File: config.mk
export PLATFORM = sky130hd
export DESIGN_NAME = sobel_ctrl
export DESIGN_NICKNAME = d
export VERILOG_FILES = /design/src/rtl/core/sobel_pkg.sv /design/src/rtl/core/sobel_ctrl.sv
export SDC_FILE = /design/constraint.sdc
export NUM_CORES = 1
export LEC_CHECK = 0
export ABC_AREA = 1
export BUFFER_PORTS_ARGS = -buffer_cell sky130_fd_sc_hd__clkbuf_2
export CORE_AREA = 4 4 41 43
export DETAILED_ROUTE_END_ITERATION = 6
export DIE_AREA = 0 0 45 47
export MAX_ROUTING_LAYER = met4
export SYNTH_ARGS = -nofsm -noshare
export SYNTH_HDL_FRONTEND = slang
export SYNTH_SLANG_ARGS = --single-unit
File: constraint.sdc
create_clock -name clk -period 2.2 [get_ports clk]
set_input_delay 0.22 -clock clk [delete_from_list [all_inputs] [get_ports clk]]
set_output_delay 0.22 -clock clk [all_outputs]
set_load 0.005 [all_outputs]
File: src/rtl/core/sobel_pkg.sv
// Package for the Sobel gradient block: widths, constants, controller state type
// and the command/status structs between controller and datapath. No dependencies.
`default_nettype none
package sobel_pkg;
	localparam int MaxLine     = 1024;
	localparam int AddrW       = $clog2(MaxLine);
	localparam int ColW        = AddrW + 1;
	localparam int WidthW      = 11;
	localparam int HeightW     = 12;
	localparam int PixW        = 8;
	localparam int MagW        = 11;
	localparam int SqW         = 22;
	localparam int GradW       = 11;
	localparam int AbsW        = 10;
	localparam int SqrtSteps   = SqW / 2;
	localparam int StepW       = $clog2(SqrtSteps + 1);
	localparam logic [17:0] TanLoQ16 = 18'd27146;
	localparam logic [17:0] TanHiQ16 = 18'd158218;
	localparam logic [WidthW-1:0]  WidthReset  = 11'd640;
	localparam logic [HeightW-1:0] HeightReset = 12'd480;

	typedef enum logic [0:0] {
		REG_WIDTH  = 1'b0,
		REG_HEIGHT = 1'b1
	} reg_idx_t;

	typedef enum logic [1:0] {
		DIR_0   = 2'd0,
		DIR_45  = 2'd1,
		DIR_90  = 2'd2,
		DIR_135 = 2'd3
	} dir_t;

	typedef enum logic [1:0] {
		ST_IDLE,
		ST_WINDOW,
		ST_ROOT,
		ST_OUT
	} state_t;

	typedef struct packed {
		logic load_mem;
		logic shift_win;
		logic root_start;
		logic root_step;
		logic out_load;
	} cmd_t;

	typedef struct packed {
		logic interior;
		logic root_done;
	} status_t;
endpackage
`default_nettype wire

File: src/rtl/core/sobel_ctrl.sv
// Controller for the Sobel block: handshake, item sequencing, square root steps.
// Depends on sobel_pkg.
`default_nettype none
module sobel_ctrl import sobel_pkg::*; (
	input  wire logic    clk,
	input  wire logic    arst_n,
	input  wire logic    in_valid,
	output logic         in_ready,
	output logic         out_valid,
	input  wire logic    out_ready,
	input  wire status_t sts,
	output cmd_t         cmd
);
	state_t state_q, state_d;
	logic out_valid_q, out_valid_d;

	always_ff @(posedge clk or negedge arst_n) begin
		if (!arst_n) begin
			state_q     <= ST_IDLE;
			out_valid_q <= 1'b0;
		end else begin
			state_q     <= state_d;
			out_valid_q <= out_valid_d;
		end
	end

	always_comb begin
		state_d     = state_q;
		out_valid_d = out_valid_q && !out_ready;
		cmd         = '0;
		in_ready    = 1'b0;
		unique case (state_q)
			ST_IDLE: begin
				in_ready = 1'b1;
				if (in_valid) begin
					cmd.load_mem = 1'b1;
					state_d      = ST_WINDOW;
				end
			end
			ST_WINDOW: begin
				cmd.shift_win = 1'b1;
				state_d       = ST_ROOT;
			end
			ST_ROOT: begin
				if (!sts.interior) begin
					state_d = ST_IDLE;
				end else if (sts.root_done) begin
					state_d = ST_OUT;
				end else begin
					cmd.root_step = 1'b1;
				end
			end
			ST_OUT: begin
				if (!out_valid_q || out_ready) begin
					cmd.out_load = 1'b1;
					out_valid_d  = 1'b1;
					state_d      = ST_IDLE;
				end
			end
			default: state_d = ST_IDLE;
		endcase
		cmd.root_start = cmd.shift_win;
	end

	assign out_valid = out_valid_q;

`ifndef SYNTH
	a_out_hold: assert property (@(posedge clk) disable iff (!arst_n)
		out_valid && !out_ready |=> out_valid)
		else $error("result dropped while stalled");
	a_one_load: assert property (@(posedge clk) disable iff (!arst_n)
		cmd.load_mem |-> state_q == ST_IDLE)
		else $error("pixel taken while busy");
	a_out_load: assert property (@(posedge clk) disable iff (!arst_n)
		cmd.out_load |=> out_valid)
		else $error("loaded result not shown");
`endif
endmodule
`default_nettype wire

==> flow_summary_export.csv, run 1 <==
group,metric,value,unit
detailed_routing,routed_wl,446,µm
power,power_frac_comb,43.0,%
global_route,global_route.usage.met2,8.47,%
critical_path,worst-r2r-setup-slack,1.29,ns
critical_path,critPathRequiredTime,1.98,ns
power,total_leakage_power,0.192,nW
placement,gp_congestion,0.683,
sta,grt_setup_unrepaired,"no",
sta,worstMarginPinSlew,0.209,ns
power,power_switching,0.000142,W
global_route,grt.total_usage,5.87,%
layout,final_design_utilization,23.0,%
floorplan,row_count,13,
floorplan,number_of_ports_placed_on_the_die_boundary,13,
sta,hold_violations,0,
global_route,use_met1,4.32,%
logic_synthesis,synth_sequential_area_ratio,39.2,%
job,max_cap_violations,0,
critical_path,critPathMaxFanout,7,
floorplan,floorplan.die.height,47,µm
global_route,grt_antenna_before_repair,0,
layout,fin_nets,52,
min_path,holdCritStartpoint,"out_ready",
power,clock_power_share,25.4,%
logic_synthesis,yosys_register_bits,3,
power,overall_power_after_layout,0.000367,W
min_path,hold_path_class,"input pin to flip-flop",
layout,antenna-diode-count,0,
detailed_routing,drt_pre_antenna_iters,2,
power,power_frac_seq,31.6,%
critical_path,slowest_stage,"sky130_fd_sc_hd__dfrtp_1",
critical_path,timing.critical_path.from_type,"flip-flop",
sta,timing.slew.headroom,86.1,%
layout,layout.cells.most_common_list,"sky130_fd_sc_hd__clkbuf_2 (12), sky130_fd_sc_hd__inv_1 (7), sky130_fd_sc_hd__nand2_1 (6)",
detailed_routing,vias_per_cell,3.58,
placement,count_of_buffers_from_port_buffering,12,
critical_path,r2r_cells,4,
logic_synthesis,synthesis.instances,29,
power,power_report.internal_total,0.000225,W
critical_path,regToRegStartpoint,"state_q[1]$_DFFE_PN0P_",
global_route,grt_remaining_overflow,0,
sta,timing.final.setup_violations,0,
critical_path,worst_setup_path_end_kind,"primary output",
detailed_routing,route.vias.total,215,
critical_path,critPathCapture,"cmd[4]",
clock_tree,clk_path_buf_depth,2,
layout,drive_gt1_share,37.8,%
clock_tree,cts_inserted_buffers,3,
sta,final_worst_clock_skew,0.000900,ns
floorplan,core,1300,µm²
detailed_routing,drc,0,
layout,mostFrequentLayoutCell,"sky130_fd_sc_hd__clkbuf_2",
floorplan,fp.dieW,45,µm
critical_path,crit_arrival,1.04,ns
clock_tree,clockRootBuffer,"sky130_fd_sc_hd__clkbuf_4",
power,cellPowerDensity,1230,nW/µm²
sta,drv_slew,0,
floorplan,floorplan.die_area,2120,µm²
logic_synthesis,mappedNetlistNets,35,
sta,finalWorstPathRequiredPeriod,1.26,ns
detailed_routing,route.detailed.wl_per_inst,7.43,µm
global_route,grt_pass1_vias,211,
floorplan,initial_utilization,14.7,%
logic_synthesis,syn-cell-area,191,µm²
layout,stdcell_area,299,µm²
detailed_routing,violation_count_after_the_first_detailed_routing_iteration,2,
power,vdd_ir_drop_max,0.295,mV
critical_path,max_stage_delay,0.44,ns
logic_synthesis,yosysWarningCount,0,
logic_synthesis,synthesis.area_per_instance,6.60,µm²
clock_tree,postCtsSetupBuffers,0,
critical_path,critPathLaunch,"state_q[1]$_DFFE_PN0P_",
global_route,grt-busiest-layer,"met2",
clock_tree,clock_sinks,3,
sta,layout_worst_path_cycle_share,57.2,%
clock_tree,tritoncts,"built",
placement,placement.cell_area,263,µm²
placement,dp_hpwl,413,µm
power,switching_share,38.7,%
global_route,grt_first_pass_wirelength,759,µm
sta,setup_tns,0,ns
critical_path,timing_worst_setup_path_type,"flip-flop to primary output",
detailed_routing,ant_nets,0,
clock_tree,h-tree-depth,1,
global_route,grt_max_degree,8,
critical_path,worstReg2RegEnd,"state_q[0]$_DFFE_PN0P_",
logic_synthesis,post_synth_num_cell_types,11,
outcome,run_status,"complete, no violations",
layout,syn_to_final_growth,56.2,%
clock_tree,clock_insertion_delay_at_the_later_pin_of_the_skew_report,0.23,ns
clock_tree,clk_pin_slew,0.03,ns
global_route,global_route.usage.met3,4.21,%
sta,maxClockFrequency,0.795,GHz
critical_path,crit_path_cell_trace,"nor3_1 -> clkbuf_2",
## cell families (layout without fill, tap and decap cells)
| group | count (synthesis) | in the layout | synth area share, % |
|---|---|---|---|
| AO/OA/AOI/OAI | 3 | 3 | 9.15 |
| flip-flops | 3 | 3 | 39.2 |
| AND/OR/NAND/NOR | 15 | 15 | 34.0 |
| buffers and inverters | 8 | 24 | 17.7 |
## repair_timing
item,4_1_cts,5_1_grt
endpoints found under the hold margin,3,0
resized for setup,0,0
hold buffers,1,0
## critical path, delay by kind of cell, from the launching register on
kind	cells	cell delay [ns]
AND/OR/NAND/NOR	1	0.23
flip-flops	1	0.44
buffers and inverters	1	0.14
## cell type report
cell class | instances | area, µm²
fillers | 163 | 1000
multi-input cells | 18 | 82.6
flip-flops and latches | 3 | 75.1
repair buffers | 13 | 70.1
clock buffers | 4 | 26.3
inverters | 7 | 26.3
well taps | 15 | 18.8
## layer usage
layer  share of wire, %  wire length (µm)
met4                  0                 0
met1                 32               141
met2                 56               248
met3                 13                56
met5                  0                 0
## registers in the layout (all words and copies together), names as in the netlist
| register | flops |
|---|---|
| state_q | 2 |
| out_valid | 1 |
## per-stage QoR
step / setup WS [ns] / hold slack (ns) / instances
final: 0.942 / 0.290 / 60
after detailed placement: 1.16 / 0.0227 / 55
after global routing: 0.868 / 0.327 / 60
after floorplan: 1.26 / -0.0756 / 29
after global placement: 1.16 / 0.0174 / 55
after CTS: 0.907 / 0.283 / 60
## worst min path at each step
stage	endpoint	depth (start not counted)
after floorplan	out_valid$_DFF_PN0_	0
after global placement	out_valid$_DFF_PN0_	1
after detailed placement	out_valid$_DFF_PN0_	1
after CTS	out_valid$_DFF_PN0_	4
after global routing	out_valid$_DFF_PN0_	2
final	out_valid$_DFF_PN0_	4
## synthesized netlist by cell type
cell type | n | share of area (%)
sky130_fd_sc_hd__nor2_2 | 1 | 3.3
sky130_fd_sc_hd__nand3_1 | 2 | 5.2
sky130_fd_sc_hd__nand2_2 | 1 | 3.3
sky130_fd_sc_hd__nand2_1 | 6 | 12
sky130_fd_sc_hd__nor2_1 | 4 | 7.8
sky130_fd_sc_hd__o21a_1 | 1 | 3.9
sky130_fd_sc_hd__buf_4 | 1 | 3.9
sky130_fd_sc_hd__inv_1 | 7 | 14
sky130_fd_sc_hd__nor3_1 | 1 | 2.6
sky130_fd_sc_hd__a21oi_1 | 2 | 5.2
sky130_fd_sc_hd__dfrtp_1 | 3 | 39
## power groups by stage
stage	Combinational, W	Sequential, W	Clock [W]
5_1_grt	0.000186	0.000121	0.000106
4_1_cts	0.000162	0.000117	0.0000996
2_1_floorplan	0.000103	0.000113	0
3_5_place_dp	0.000161	0.000117	0
6_report	0.000158	0.000116	0.0000933
3_3_place_gp	0.000160	0.000115	0
Note: power is estimated with default switching activity, not from simulation.
==> inputs of run 2 (changes only) <==
- clock period: 2.2 -> 1.2 ns (I/O delays scaled with it)
==> flow_summary_export.csv, run 2 (synthesized netlist as in run 1, its figures left out) <==
group,metric,value,unit
clock_tree,cts_inserted_buffers,3,
sta,setup_tns,0,ns
power,clock_power_share,25.8,%
floorplan,initial_utilization,14.7,%
floorplan,floorplan.die_area,2120,µm²
sta,post-route-worst-setup-slack,0.0680,ns
critical_path,critPathRequiredTime,1.08,ns
job,max_cap_violations,0,
critical_path,critPathMaxFanout,6,
floorplan,core,1300,µm²
critical_path,worstReg2RegEnd,"state_q[0]$_DFFE_PN0P_",
detailed_routing,route.detailed.wl_per_inst,8.57,µm
clock_tree,h-tree-depth,1,
global_route,grt_antenna_before_repair,0,
min_path,min_delay_worst_endpoint,"out_valid$_DFF_PN0_",
placement,gp_congestion,0.683,
power,total_leakage_power,0.189,nW
detailed_routing,drt_pre_antenna_iters,3,
layout,layout.cells.most_common_list,"sky130_fd_sc_hd__clkbuf_2 (12), sky130_fd_sc_hd__inv_1 (6), sky130_fd_sc_hd__nand2_1 (6)",
sta,timing.final.setup_violations,0,
clock_tree,tritoncts,"built",
critical_path,r2r_cells,4,
global_route,grt_pass1_vias,213,
clock_tree,clock_sinks,3,
detailed_routing,violation_count_after_the_first_detailed_routing_iteration,3,
placement,dp_hpwl,413,µm
detailed_routing,vias_per_cell,3.68,
power,power_switching,0.000286,W
floorplan,floorplan.die.height,47,µm
sta,timing.slew.headroom,91.0,%
power,power_frac_comb,42.3,%
clock_tree,postCtsSetupBuffers,0,
min_path,holdCritStartpoint,"out_ready",
outcome,run_status,"complete, no violations",
min_path,cell_depth_of_the_worst_hold_path,4,
min_path,hold_path_class,"input pin to flip-flop",
floorplan,row_count,13,
placement,count_of_buffers_from_port_buffering,12,
layout,drive_gt1_share,46.7,%
clock_tree,clockRootBuffer,"sky130_fd_sc_hd__clkbuf_4",
power,switching_share,40.2,%
power,power_frac_seq,32.0,%
layout,largest_register_ff_count,2,
sta,maxClockFrequency,0.883,GHz
layout,antenna-diode-count,0,
power,vdd_ir_drop_max,0.597,mV
floorplan,number_of_ports_placed_on_the_die_boundary,13,
detailed_routing,ant_nets,0,
sta,drv_slew,0,
power,power_report.internal_total,0.000424,W
critical_path,worst-r2r-setup-slack,0.28,ns
sta,final_worst_clock_skew,0.00948,ns
clock_tree,clock_insertion_delay_at_the_later_pin_of_the_skew_report,0.24,ns
layout,syn_to_final_growth,60.1,%
critical_path,worst_setup_path_end_kind,"primary output",
critical_path,timing.critical_path.from_type,"flip-flop",
detailed_routing,routed_wl,514,µm
clock_tree,clk_pin_slew,0.04,ns
layout,fin_nets,52,
sta,finalWorstPathRequiredPeriod,1.13,ns
sta,worstMarginPinSlew,0.135,ns
layout,mostFrequentLayoutCell,"sky130_fd_sc_hd__clkbuf_2",
power,cellPowerDensity,2320,nW/µm²
global_route,grt_remaining_overflow,0,
critical_path,timing_worst_setup_path_type,"flip-flop to primary output",
detailed_routing,route.vias.total,221,
clock_tree,clk_path_buf_depth,2,
floorplan,fp.dieW,45,µm
detailed_routing,drc,0,
sta,layout_worst_path_cycle_share,94.3,%
sta,hold_violations,0,
placement,place_ws,0.258,ns
layout,largest-register,"state_q",
critical_path,regToRegStartpoint,"state_q[1]$_DFFE_PN0P_",
global_route,grt.total_usage,6.12,%
global_route,grt_max_degree,8,
global_route,grt_first_pass_wirelength,779,µm
critical_path,crit_arrival,1.01,ns
==> run 2: cell count changes in the layout (fill, tap and decap cells not counted) <==
cell	before	now
sky130_fd_sc_hd__inv_1	7	6
sky130_fd_sc_hd__nor3_2	0	1
sky130_fd_sc_hd__inv_2	0	1
sky130_fd_sc_hd__dfrtp_2	0	2
sky130_fd_sc_hd__dfrtp_1	3	1
sky130_fd_sc_hd__nor3_1	1	0
==> run 2: worst max path at each step <==
stage,from,end,depth (start not counted)
global placement,state_q[1]$_DFFE_PN0P_,cmd[4],2
detailed placement,state_q[1]$_DFFE_PN0P_,cmd[4],2
CTS,state_q[1]$_DFFE_PN0P_,cmd[4],2
global route,state_q[0]$_DFFE_PN0P_,cmd[1],4
floorplan,state_q[1]$_DFFE_PN0P_,state_q[1]$_DFFE_PN0P_,3
finish,state_q[0]$_DFFE_PN0P_,cmd[1],4
==> run 2: layer usage <==
metal / routed length, µm / share of wire [%] / GRT usage (%)
met1: 179 / 35 / 3.86
met2: 277 / 54 / 10.2
met3: 49 / 9.5 / 3.83
met4: 7 / 1.4 / 7.02
met5: 0 / 0 / -
==> run 2: final cells by class <==
| class | instances | area, µm² |
|---|---|---|
| tap | 15 | 18.8 |
| inverter | 7 | 26.3 |
| sequential | 3 | 77.6 |
| multi-input combinational | 18 | 87.6 |
| timing repair buffer | 13 | 70.1 |
| clock buffer | 4 | 26.3 |
| fill | 154 | 995 |
==> run 2: power by group through the flow <==
stage	logic [W]	registers [W]	clock network (W)
after detailed placement	0.000297	0.000216	0
after floorplan	0.000188	0.000207	0
after global placement	0.000293	0.000212	0
final	0.000300	0.000227	0.000183
after global routing	0.000350	0.000234	0.000200
after CTS	0.000301	0.000215	0.000181
==> run 2: stage by stage <==
stage / cells / total power, W / util [%] / hold slack, ns / cell area (µm²)
finish: 60 / 0.000710 / 23.6 / 0.174 / 307
global placement: 55 / 0.000505 / 20.2 / -0.0826 / 263
global route: 60 / 0.000784 / 23.6 / 0.190 / 307
floorplan: 29 / 0.000396 / - / -0.176 / 191
detailed placement: 55 / 0.000513 / 20.2 / -0.0807 / 263
CTS: 60 / 0.000697 / 23.0 / 0.189 / 299
==> run 2: worst max-delay path, cell delays in order, from the launching register on <==
cell	delay (ns)
sky130_fd_sc_hd__dfrtp_2	0.43
sky130_fd_sc_hd__inv_1	0.08
sky130_fd_sc_hd__nand3_1	0.10
sky130_fd_sc_hd__inv_1	0.06
sky130_fd_sc_hd__clkbuf_2	0.10
==> run 2: timing repair <==
action                     4_1_cts  5_1_grt
hold endpoints to repair         3        0
setup endpoints to repair        0        5
resized for setup                0        4
hold buffers                     1        0
==> inputs of run 3 (changes only) <==
- BUFFER_PORTS_ARGS: -buffer_cell sky130_fd_sc_hd__clkbuf_2 -> not set
- DONT_BUFFER_PORTS: not set -> 1
- clock period: 1.2 -> 1.3 ns (I/O delays scaled with it)
==> flow_summary_export.csv, run 3 (synthesized netlist as in run 1, its figures left out) <==
group,metric,value,unit
power,cellPowerDensity,2280,nW/µm²
clock_tree,h-tree-depth,1,
min_path,hold_path_class,"input pin to flip-flop",
power,power_frac_seq,37.6,%
sta,drv_slew,0,
placement,gp_congestion,0.592,
power,switching_share,41.4,%
sta,timing.slew.headroom,84.9,%
sta,timing.final.setup_violations,0,
detailed_routing,violation_count_after_the_first_detailed_routing_iteration,7,
detailed_routing,drc,0,
global_route,grt_remaining_overflow,0,
floorplan,fp.dieW,45,µm
layout,final_design_utilization,18.4,%
outcome,run_status,"complete, no violations",
floorplan,core,1300,µm²
critical_path,critPathMaxFanout,7,
layout,syn_to_final_growth,24.8,%
power,power_report.internal_total,0.000320,W
layout,layout.cells.most_common_list,"sky130_fd_sc_hd__inv_1 (7), sky130_fd_sc_hd__nand2_1 (6), sky130_fd_sc_hd__nor2_1 (4)",
layout,antenna-diode-count,0,
clock_tree,clk_path_buf_depth,2,
sta,maxClockFrequency,0.917,GHz
layout,mostFrequentLayoutCell,"sky130_fd_sc_hd__inv_1",
clock_tree,clock_insertion_delay_at_the_later_pin_of_the_skew_report,0.23,ns
detailed_routing,drt_pre_antenna_iters,3,
detailed_routing,vias_per_cell,3.75,
detailed_routing,route.vias.total,180,
floorplan,initial_utilization,14.7,%
layout,drive_gt1_share,15.2,%
global_route,grt_max_degree,8,
layout,area.sequential,75.1,µm²
detailed_routing,routed_wl,425,µm
layout,largest_register_ff_count,2,
job,max_cap_violations,0,
floorplan,row_count,13,
critical_path,timing.critical_path.from_type,"flip-flop",
clock_tree,cts_inserted_buffers,3,
sta,finalWorstPathRequiredPeriod,1.09,ns
layout,largest-register,"state_q",
sta,layout_worst_path_cycle_share,83.8,%
sta,fin_worst_hold_slack,0.105,ns
layout,stdcell_area,239,µm²
clock_tree,clockRootBuffer,"sky130_fd_sc_hd__clkbuf_4",
power,total_leakage_power,0.140,nW
global_route,grt_antenna_before_repair,0,
power,vdd_ir_drop_max,0.399,mV
clock_tree,clk_pin_slew,0.04,ns
critical_path,timing_worst_setup_path_type,"flip-flop to primary output",
placement,post-place-cells,43,
critical_path,path_delay_family,"flip-flops",
sta,worstMarginPinSlew,0.224,ns
global_route,grt_pass1_vias,164,
sta,setup_tns,0,ns
layout,fin_nets,40,
sta,hold_violations,0,
layout,multi_input_area,82.6,µm²
detailed_routing,route.detailed.wl_per_inst,8.85,µm
critical_path,crit_path_cell_trace,"nand2_2 -> a21oi_1",
layout,finalNonFillerCells,48,
power,power_frac_comb,32.6,%
placement,placement.cell_area,203,µm²
critical_path,max_stage_delay,0.45,ns
floorplan,floorplan.die_area,2120,µm²
placement,count_of_buffers_from_port_buffering,0,
floorplan,floorplan.die.height,47,µm
detailed_routing,ant_nets,0,
floorplan,number_of_ports_placed_on_the_die_boundary,13,
critical_path,worst_setup_path_end_kind,"primary output",
placement,dp_hpwl,353,µm
sta,final_worst_clock_skew,0.000217,ns
critical_path,crit_arrival,0.96,ns
global_route,grt.total_usage,5.40,%
layout,fill_cells,169,
critical_path,number_of_buffer_and_inverter_instances_along_the_worst_setup_path,0,
global_route,grt_first_pass_wirelength,669,µm
critical_path,critPathRequiredTime,1.17,ns
sta,grt_setup_unrepaired,"no",
clock_tree,clock_sinks,3,
clock_tree,tritoncts,"built",
power,clock_power_share,29.7,%
critical_path,slowest_stage,"sky130_fd_sc_hd__dfrtp_1",
power,power_switching,0.000226,W
run 3: power by group through the flow:
stage | sequential, W | combinational, W | clock [W]
after global routing | 0.000220 | 0.000210 | 0.000185
after CTS | 0.000209 | 0.000185 | 0.000172
final | 0.000205 | 0.000178 | 0.000162
after floorplan | 0.000191 | 0.000174 | 0
after global placement | 0.000206 | 0.000176 | 0
after detailed placement | 0.000210 | 0.000181 | 0
run 3: worst min-delay path, stage by stage:
cell	delay, ns
sky130_fd_sc_hd__inv_1	0.03
sky130_fd_sc_hd__nand2_1	0.08
sky130_fd_sc_hd__nand2_1	0.05
run 3: what timing repair did:
| action | CTS | global route |
|---|---|---|
| hold buffers | 1 | 0 |
| endpoints found under the setup margin | 0 | 0 |
| setup buffers | 0 | 0 |
| hold endpoints to repair | 3 | 0 |
| resized for setup | 0 | 0 |
run 3: path summary, 6_finish.rpt:
check                                       startpoint                     end  slack, ns  depth (start not counted)
max in group asynchronous                       arst_n  state_q[1]$_DFFE_PN0P_       1.00                          1
worst min register to register     out_valid$_DFF_PN0_     out_valid$_DFF_PN0_       0.56                          2
worst min-delay path                         out_ready     out_valid$_DFF_PN0_       0.11                          3
worst max-delay path            state_q[1]$_DFFE_PN0P_                  cmd[0]       0.21                          2
worst max register to register  state_q[1]$_DFFE_PN0P_  state_q[0]$_DFFE_PN0P_       0.33                          4
min in group asynchronous                       arst_n     out_valid$_DFF_PN0_       0.15                          1
run 3: through the flow:
step	worst slack, ns	total power, W
2_1_floorplan	0.416	0.000365
3_3_place_gp	0.328	0.000383
3_5_place_dp	0.307	0.000391
4_1_cts	0.188	0.000566
6_report	0.210	0.000545
5_1_grt	0.105	0.000615
run 3: metal layers:
metal	up-vias	global-route usage [%]	part of all wire, %
met5	-	-	0
met4	0	7.02	0
met3	0	3.45	7.3
met2	6	7.91	56
met1	79	3.89	36
li1	95	-	-
run 3: final cells by class:
type,instances,share of cell area (%)
multi-input cells,18,34.6
inverters,7,11.0
clock buffers,4,11.0
repair buffers,1,4.19
flip-flops and latches,3,31.4
well taps,15,7.85
